$ cat src/cstrip_pkg.sv
// cstrip_pkg: word types, character codes and the per-byte decision function
// shared by the comment stripper top level and its checker.
// no dependencies.
package cstrip_pkg;

    localparam logic [7:0] CH_SLASH     = 8'h2F;
    localparam logic [7:0] CH_STAR      = 8'h2A;
    localparam logic [7:0] CH_NEWLINE   = 8'h0A;
    localparam logic [7:0] CH_BACKSLASH = 8'h5C;
    localparam logic [7:0] CH_QUOTE     = 8'h22;
    localparam logic [7:0] CH_SPACE     = 8'h20;

    // output queue depth; two words may arrive from one input word
    localparam int OQ_DEPTH = 4;
    localparam int OQ_AW    = $clog2(OQ_DEPTH);

    typedef struct packed {
        logic [7:0] text_byte;
        logic       text_end;
    } in_word_t;

    typedef struct packed {
        logic [7:0] clean_byte;
        logic       clean_end;
    } out_word_t;

    typedef struct packed {
        logic [7:0] held_char;
        logic       held_is_first;
        logic [7:0] prior_output;
        logic       blank_held;
        logic       in_string;
        logic       in_block_comment;
        logic       in_line_comment;
        logic       continuation_pending;
    } scan_state_t;

    typedef struct packed {
        scan_state_t st;
        logic [7:0]  c;
        logic        blank_follower;
    } decide_t;

    localparam scan_state_t SCAN_RESET = '{
        held_char:            8'h00,
        held_is_first:        1'b1,
        prior_output:         8'h00,
        blank_held:           1'b0,
        in_string:            1'b0,
        in_block_comment:     1'b0,
        in_line_comment:      1'b0,
        continuation_pending: 1'b0
    };

    // decide the held byte given its follower (if any)
    function automatic decide_t cstrip_decide(scan_state_t st, logic has_next,
                                              logic [7:0] follower);
        decide_t    r;
        logic [7:0] c;
        logic       in_comment;
        r          = '0;
        r.st       = st;
        c          = st.blank_held ? CH_SPACE : st.held_char;
        in_comment = st.in_block_comment || st.in_line_comment;

        if (c == CH_SLASH && has_next && !st.in_string && !in_comment) begin
            if (follower == CH_STAR) begin
                r.st.in_block_comment = 1'b1;
            end else if (follower == CH_SLASH) begin
                r.st.in_line_comment = 1'b1;
            end
        end else if (c == CH_QUOTE && !st.held_is_first
                     && st.prior_output != CH_BACKSLASH && !in_comment) begin
            r.st.in_string = !st.in_string;
        end else if (c == CH_STAR && has_next && follower == CH_SLASH
                     && st.in_block_comment && !st.in_line_comment
                     && !st.in_string) begin
            r.st.in_block_comment = 1'b0;
            c                     = CH_SPACE;
            r.blank_follower      = 1'b1;
        end else if (c == CH_NEWLINE && !st.held_is_first && st.in_line_comment
                     && !st.continuation_pending && !st.in_block_comment
                     && !st.in_string) begin
            r.st.in_line_comment = 1'b0;
        end else if (c == CH_BACKSLASH && st.in_line_comment
                     && !st.in_block_comment && !st.in_string) begin
            r.st.continuation_pending = 1'b1;
        end else if (c != CH_BACKSLASH && st.continuation_pending) begin
            r.st.continuation_pending = 1'b0;
        end

        if (r.st.in_block_comment || r.st.in_line_comment) begin
            c = CH_SPACE;
        end

        r.st.prior_output  = c;
        r.st.held_is_first = 1'b0;
        r.c                = c;
        return r;
    endfunction

endpackage

$ cat src/c_comment_stripper.sv
// c_comment_stripper: streaming C/C++ comment blanker, top level.
// depends on cstrip_pkg.

// Takes one source byte per cycle and returns it, or a space where it lies inside a
// slash-star or slash-slash comment. Each byte is decided when its follower arrives,
// so output runs one word behind the input; the word marked text_end flushes the
// held byte, if any, and itself (the last output word has clean_end set) and the
// scanner then returns to its reset state for the next file. The decision is a few
// byte compares on flag registers done at accept time, and results go through a
// four-word output queue, so a new word is accepted every cycle as long as the
// sink takes one per cycle; s_ready drops only while three or more words are queued.
module c_comment_stripper
    import cstrip_pkg::*;
(
    input  logic      aclk,
    input  logic      aresetn,
    input  logic      s_valid,
    output logic      s_ready,
    input  in_word_t  s_data,
    output logic      m_valid,
    input  logic      m_ready,
    output out_word_t m_data
);

    scan_state_t st_reg, st_next;
    logic        held_valid_reg, held_valid_next;

    out_word_t   oq_reg [OQ_DEPTH];
    logic [OQ_AW-1:0] wr_ptr_reg, rd_ptr_reg;
    logic [OQ_AW:0]   count_reg;

    logic        s_acc, m_acc;
    decide_t     res0, res1;
    scan_state_t st_mid;
    logic        push0, push1;
    out_word_t   first_word, second_word;
    logic [1:0]  n_push;

    assign s_ready = (count_reg <= (OQ_AW+1)'(OQ_DEPTH - 2));
    assign s_acc   = s_valid && s_ready;
    assign m_valid = (count_reg != '0);
    assign m_data  = oq_reg[rd_ptr_reg];
    assign m_acc   = m_valid && m_ready;

    always_comb begin
        res0   = cstrip_decide(st_reg, 1'b1, s_data.text_byte);
        st_mid = held_valid_reg ? res0.st : st_reg;
        st_mid.held_char  = s_data.text_byte;
        st_mid.blank_held = held_valid_reg && res0.blank_follower;
        // flush decision for the last word, no follower
        res1   = cstrip_decide(st_mid, 1'b0, 8'h00);

        push0 = s_acc && held_valid_reg;
        push1 = s_acc && s_data.text_end;
        n_push = {1'b0, push0} + {1'b0, push1};

        first_word  = push0 ? out_word_t'{clean_byte: res0.c, clean_end: 1'b0}
                            : out_word_t'{clean_byte: res1.c, clean_end: 1'b1};
        second_word = '{clean_byte: res1.c, clean_end: 1'b1};

        st_next         = st_reg;
        held_valid_next = held_valid_reg;
        if (s_acc) begin
            if (s_data.text_end) begin
                st_next         = SCAN_RESET;
                held_valid_next = 1'b0;
            end else begin
                st_next         = st_mid;
                held_valid_next = 1'b1;
            end
        end
    end

    always_ff @(posedge aclk) begin
        if (!aresetn) begin
            st_reg         <= SCAN_RESET;
            held_valid_reg <= 1'b0;
            wr_ptr_reg     <= '0;
            rd_ptr_reg     <= '0;
            count_reg      <= '0;
        end else begin
            st_reg         <= st_next;
            held_valid_reg <= held_valid_next;
            wr_ptr_reg     <= wr_ptr_reg + OQ_AW'(n_push);
            if (m_acc) begin
                rd_ptr_reg <= rd_ptr_reg + 1'b1;
            end
            count_reg <= count_reg + (OQ_AW+1)'(n_push) - (OQ_AW+1)'(m_acc);
        end
    end

    // queue payload, no reset needed
    always_ff @(posedge aclk) begin
        if (push0 || push1) begin
            oq_reg[wr_ptr_reg] <= first_word;
        end
        if (push0 && push1) begin
            oq_reg[wr_ptr_reg + 1'b1] <= second_word;
        end
    end

endmodule

$ cat config.mk
export PLATFORM = sky130hd
export DESIGN_NAME = c_comment_stripper
export DESIGN_NICKNAME = d
export VERILOG_FILES = /design/src/cstrip_pkg.sv /design/src/c_comment_stripper.sv
export SDC_FILE = /design/constraint.sdc
export NUM_CORES = 1
export LEC_CHECK = 0
export BUFFER_PORTS_ARGS = -buffer_cell sky130_fd_sc_hd__buf_2
export CORE_AREA = 4 4 114 116
export CTS_CLUSTER_DIAMETER = 40
export DETAILED_ROUTE_END_ITERATION = 10
export DIE_AREA = 0 0 118 120
export PLACE_DENSITY = 0.53
export SLEW_MARGIN = 20
export SYNTH_ARGS = -nofsm -noshare
export SYNTH_HDL_FRONTEND = slang
export SYNTH_SLANG_ARGS = --single-unit
export TNS_END_PERCENT = 30
$ cat constraint.sdc
create_clock -name aclk -period 8.9 [get_ports aclk]
set_clock_uncertainty 0.15 [all_clocks]
set_input_delay 1.78 -clock aclk [delete_from_list [all_inputs] [get_ports aclk]]
set_output_delay 1.78 -clock aclk [all_outputs]
set_load 0.02 [all_outputs]
==> results.json, run 1 <==
{
  "place_hpwl_um": 6570,
  "grt_pass1_vias": 2680,
  "synth-seq-cells": 68,
  "syn_area_per_cell_sq_um": 10.5,
  "clockBufferDepth": 2,
  "die-width_um": 118,
  "via_count": 2717,
  "diodes": 0,
  "cp_num_buf_inv": 5,
  "yosysWarnings": 0,
  "whs_path_depth": 2,
  "worst_r2r_endpoint": "count_reg[2]",
  "placed_cell_area_sq_mm": 0.00377,
  "place_ws_ps": 3820,
  "totalWireLength_um": 8830,
  "drc": 0,
  "yosysUniqueCellTypes": 59,
  "synthesis.area_sq_mm": 0.00354,
  "grt_max_degree": 31,
  "cp-start-kind": "primary input",
  "crit_start": "s_valid",
  "grt_use_total": 0.129,
  "ctsResizeCount": 0,
  "slew_violations": 0,
  "rrSetupSlack_ps": 5100,
  "cp-end-kind": "register",
  "area_growth_pct": 13.9,
  "reg2regPathDepth": 14,
  "grt-ovfl-total": 0,
  "final_cell_mix": "dfxtp_1, edfxtp_1, nand2_1",
  "clock-root-buffer": "clkbuf_16",
  "drtIter0Drc": 256,
  "gp_congestion": 0.805,
  "min_from": "oq_reg[0][0]",
  "initial_core_util": 0.297,
  "yosys_most_used_dff": "dfxtp_1",
  "wl_per_cell_um": 17.4,
  "dr.pass1.iters": 4,
  "clk_pin_slew_ps": 50,
  "postLayoutCellArea_sq_mm": 0.00403,
  "insertion_delay_ps": 330,
  "hold_end": "oq_reg[0][0]",
  "cts_sinks": 68,
  "crit_chain": "buf_2 > nand2_1 > nor2_1 > clkinv_1 > ha_1 > inv_1 > ha_1 > inv_1 > ha_1 > inv_1 > fa_1 > xor2_1 > xnor2_1 > and2_1",
  "setup_viol_count_final": 0,
  "required_ps": 8970,
  "clock.fmax_mhz": 211,
  "crit_type": "primary input to register",
  "fill_cells": 1218,
  "finalHoldViolations": 0,
  "tns_ps": 0,
  "vias_per_cell": 5.36,
  "min_path_type": "register to register",
  "cts_tree": "yes",
  "numCtsBuffers": 9,
  "crit_family": "adder cells",
  "maxCapViolCount": 0,
  "outcome": "completed",
  "antenna_found_initial": 0,
  "synthCells": 336,
  "final_cells": 507,
  "postCtsSetupBuffers": 0,
  "grt_pass1_wl_um": 14400,
  "grt_setup_unrepaired": "false",
  "period_needed_ps": 4740,
  "io_pins": 24,
  "ant_nets": 0,
  "die_h_um": 120,
  "synth-seq-area-share": 0.475,
  "layout-drive-gt1-share": 0.156,
  "setup_ws_ps": 4160,
  "port-buffer-count": 23,
  "row_count": 40,
  "hold_buffers": 0,
  "dieArea_sq_mm": 0.0142,
  "slew_headroom": 0.419,
  "power_uw": 967,
  "critPathMaxStageDelay_ps": 450,
  "htree_num_levels": 3,
  "p_per_area_mw_per_mm2": 240,
  "layout.nets": 375,
  "crit_slowest_cell": "nand2_1",
  "power_leakage_uw": 0.00128,
  "cp_max_fo": 23,
  "synthesis.nets": 356,
  "layout_commonest_cell": "dfxtp_1",
  "synth_edf_count": 32,
  "synthArstFlopShare": 0,
  "core_sq_mm": 0.0119,
  "max_slew.worst_pin.slew_ps": 869,
  "ir_drop_v": 0.0000867,
  "arrival_ps": 4810,
  "r2r_start": "count_reg[0]",
  "largest_reg_flops": 36,
  "min_period_over_period": 0.532,
  "dp.cells": 491
}
synth_stat cells, types with 6 or more instances:
master,n,area share
nor2b_1,20,0.035
dfxtp_1,36,0.20
nor2_1,20,0.021
a21oi_1,11,0.016
nand3b_1,8,0.017
o32ai_1,9,0.022
o31ai_1,7,0.015
and2_1,9,0.016
ha_1,6,0.021
nor3_1,9,0.013
a22oi_1,6,0.013
o22ai_1,15,0.027
clkbuf_1,12,0.013
edfxtp_1,32,0.27
inv_1,14,0.015
mux4_2,9,0.057
nand2_1,30,0.032
metrics by stage:
step	hold slack, ps	util
after floorplan	285	-
after global placement	299	0.317
after detailed placement	312	0.317
after CTS	326	0.338
after global routing	357	0.338
final	321	0.338
worst max path at each step:
stage | end | slack, ps | depth (start not counted)
CTS | count_reg[2] | 4160 | 14
detailed placement | count_reg[2] | 3820 | 14
global route | count_reg[2] | 3860 | 14
global placement | count_reg[2] | 3840 | 14
floorplan | oq_reg[3][7] | 4580 | 7
finish | count_reg[2] | 4160 | 14
worst register-to-register path, cell delays in order (launching register included):
cell and delay (ps):
dfxtp_1 310, a21oi_1 230, nand2_1 520, nor2_1 460
clkinv_1 300, ha_1 380, inv_1 50, ha_1 270
inv_1 60, ha_1 130, inv_1 50, fa_1 370
xor2_1 160, xnor2_1 120, and2_1 150
cell type report:
cell class	instances	area [sq um]	share of cell area
multi-input cells	238	1730	0.430
flip-flops and latches	68	1680	0.417
clock buffers	10	229	0.0568
well taps	147	184	0.0456
repair buffers	23	115	0.0286
inverters	15	56.3	0.0140
clock inverters	6	31.3	0.00776
kinds of logic after synthesis:
family / Yosys count / share of synthesized area
AOI/OAI and AO/OA: 81 / 0.174
xor gates and xnor gates: 7 / 0.0173
adders and majority gates: 7 / 0.0269
buffers and inverters: 30 / 0.0350
DFF: 68 / 0.475
muxes: 9 / 0.0573
and+or+nand+nor: 134 / 0.214
power breakdown:
| group | internal [uW] | total (uW) | switching (uW) |
|---|---|---|---|
| Clock | 185 | 312 | 127 |
| Sequential | 373 | 415 | 42.2 |
| Combinational | 105 | 240 | 135 |
layer usage:
metal  part of all wire  GRT usage  wire, um
met3              0.047     0.0254       413
met4              0.019     0.0586       165
met5                  0          0         0
met1               0.47      0.165      4130
met2               0.47      0.209      4120
Note: power is estimated with default switching activity, not from simulation.
==> run 2, diff against run 1 <==
--- a/config.mk
+++ b/config.mk
@@ -10,7 +10,7 @@
 export CTS_CLUSTER_DIAMETER = 40
 export DETAILED_ROUTE_END_ITERATION = 10
 export DIE_AREA = 0 0 118 120
-export PLACE_DENSITY = 0.53
+export PLACE_DENSITY = 0.54
 export SLEW_MARGIN = 20
 export SYNTH_ARGS = -nofsm -noshare
 export SYNTH_HDL_FRONTEND = slang
==> constraint.sdc (replaced) <==
create_clock -name aclk -period 4.29 [get_ports aclk]
set_clock_uncertainty 0.15 [all_clocks]
set_input_delay 0.858 -clock aclk [delete_from_list [all_inputs] [get_ports aclk]]
set_output_delay 0.858 -clock aclk [all_outputs]
set_load 0.02 [all_outputs]
==> run 2 against run 1 <==
Net effect: design area increased by 1.6%; largest power group unchanged; setup slack worse by 3400 ps; clock power grew 130%; highest routed layer unchanged; register-to-register slack got worse by 4000 ps; power increased by 120%; routed wire length is 1.6% lower; via count is 2.1% higher; cell count increased by 0.79%; critical path depth down 5; core utilization grew 0.55 points; combinational power up 110%.
==> results.json, run 2 (same netlist as run 1, synthesis figures left out) <==
{
  "outcome": "completed",
  "clock-root-buffer": "clkbuf_16",
  "setup_ws_ps": 772,
  "largest_reg_flops": 36,
  "antenna_found_initial": 0,
  "crit_chain": "buf_2 > or4b_1 > or4_4 > or2_4 > a2111oi_4 > buf_4 > and3_2 > nand2_1 > o31ai_1",
  "tns_ps": 0,
  "arrival_ps": 3500,
  "grt_use_total": 0.127,
  "core_sq_mm": 0.0119,
  "via_count": 2774,
  "htree_num_levels": 3,
  "dieArea_sq_mm": 0.0142,
  "io_pins": 24,
  "grt_max_degree": 31,
  "die-width_um": 118,
  "period_needed_ps": 3520,
  "final_cell_mix": "dfxtp_1, edfxtp_1, nand2_1",
  "area_growth_pct": 15.7,
  "layout.nets": 379,
  "rrSetupSlack_ps": 1060,
  "row_count": 40,
  "clk_pin_slew_ps": 60,
  "wl_per_cell_um": 17.0,
  "max_slew.worst_pin.slew_ps": 848,
  "power_leakage_uw": 0.00132,
  "ir_drop_v": 0.000162,
  "p_per_area_mw_per_mm2": 508,
  "slew_headroom": 0.432,
  "grt_setup_unrepaired": "false",
  "ant_nets": 0,
  "totalWireLength_um": 8690,
  "cp_max_fo": 8,
  "initial_core_util": 0.297,
  "placed_cell_area_sq_mm": 0.00380,
  "diodes": 0,
  "whs_path_depth": 2,
  "drtIter0Drc": 317,
  "finalHoldViolations": 0,
  "crit_type": "primary input to register",
  "hold_buffers": 0,
  "postLayoutCellArea_sq_mm": 0.00410,
  "place_ws_ps": 497,
  "port-buffer-count": 23,
  "slew_violations": 0,
  "numCtsBuffers": 9,
  "min_path_type": "register to register",
  "place_hpwl_um": 6560,
  "maxCapViolCount": 0,
  "insertion_delay_ps": 320,
  "final_core_util": 0.344,
  "postCtsSetupBuffers": 0,
  "cts_tree": "yes",
  "grt_pass1_wl_um": 14300,
  "cp-start-kind": "primary input",
  "grt-ovfl-total": 0,
  "required_ps": 4270,
  "crit_slowest_cell": "or4b_1",
  "min_period_over_period": 0.820,
  "reg2regPathDepth": 8,
  "cp-end-kind": "register",
  "setup_viol_count_final": 0,
  "layout_commonest_cell": "dfxtp_1",
  "critPathMaxStageDelay_ps": 610,
  "ctsResizeCount": 0,
  "layout-drive-gt1-share": 0.173,
  "vias_per_cell": 5.43,
  "drc": 0,
  "clockBufferDepth": 2,
  "cts_sinks": 68,
  "grt_pass1_vias": 2643,
  "dr.pass1.iters": 5,
  "gp_congestion": 0.819,
  "die_h_um": 120,
  "clock.fmax_mhz": 284
}
run 2: changes by cell type in the layout (fill, tap and decap cells not counted), sizes merged:
cell      delta
clkinvlp     -1
clkbuf       +1
buf          +4
bufinv       +1
clkinv       -1
run 2: metal layers:
metal / track usage / wire [um] / vias to the layer above
met5: 0 / 0 / -
met4: 0.0432 / 134 / 0
met3: 0.0311 / 473 / 18
met2: 0.205 / 4120 / 103
met1: 0.167 / 3970 / 1321
li1: - / - / 1332
run 2: path summary, 6_finish.rpt:
path / startpoint / end
worst max-delay path: s_data[5] / oq_reg[2][2]
worst min-delay path: oq_reg[3][0] / oq_reg[3][0]
worst max register to register: res0[23] / oq_reg[2][2]
worst min register to register: oq_reg[3][0] / oq_reg[3][0]
run 2: critical path: cells and delay by family:
family | cells | cell delay, ps
buf+inv | 2 | 340
simple gates | 5 | 1810
compound gates | 2 | 480
run 2: cell type report:
class                   count  area, sq um
fillers                  1204         7820
multi-input cells         238         1730
clock buffers              11          243
repair buffers             27          145
inverters                  15         56.3
flip-flops and latches     68         1680
well taps                 147          184
clock inverters             5         52.6
run 2: power by group:
| group | total (uW) | switching (uW) | leakage (uW) | internal (uW) |
|---|---|---|---|---|
| sequential | 862 | 88.2 | 0.000551 | 774 |
| combinational | 501 | 281 | 0.000624 | 220 |
| clock | 720 | 258 | 0.000145 | 462 |
| total | 2080 | 626 | 0.00132 | 1460 |
run 2: stage by stage:
step	instances	hold slack [ps]	total power (uW)
3_3_place_gp	495	304	1380
5_1_grt	511	346	2200
6_report	511	325	2080
2_1_floorplan	336	285	1230
4_1_cts	511	327	2100
3_5_place_dp	495	314	1380
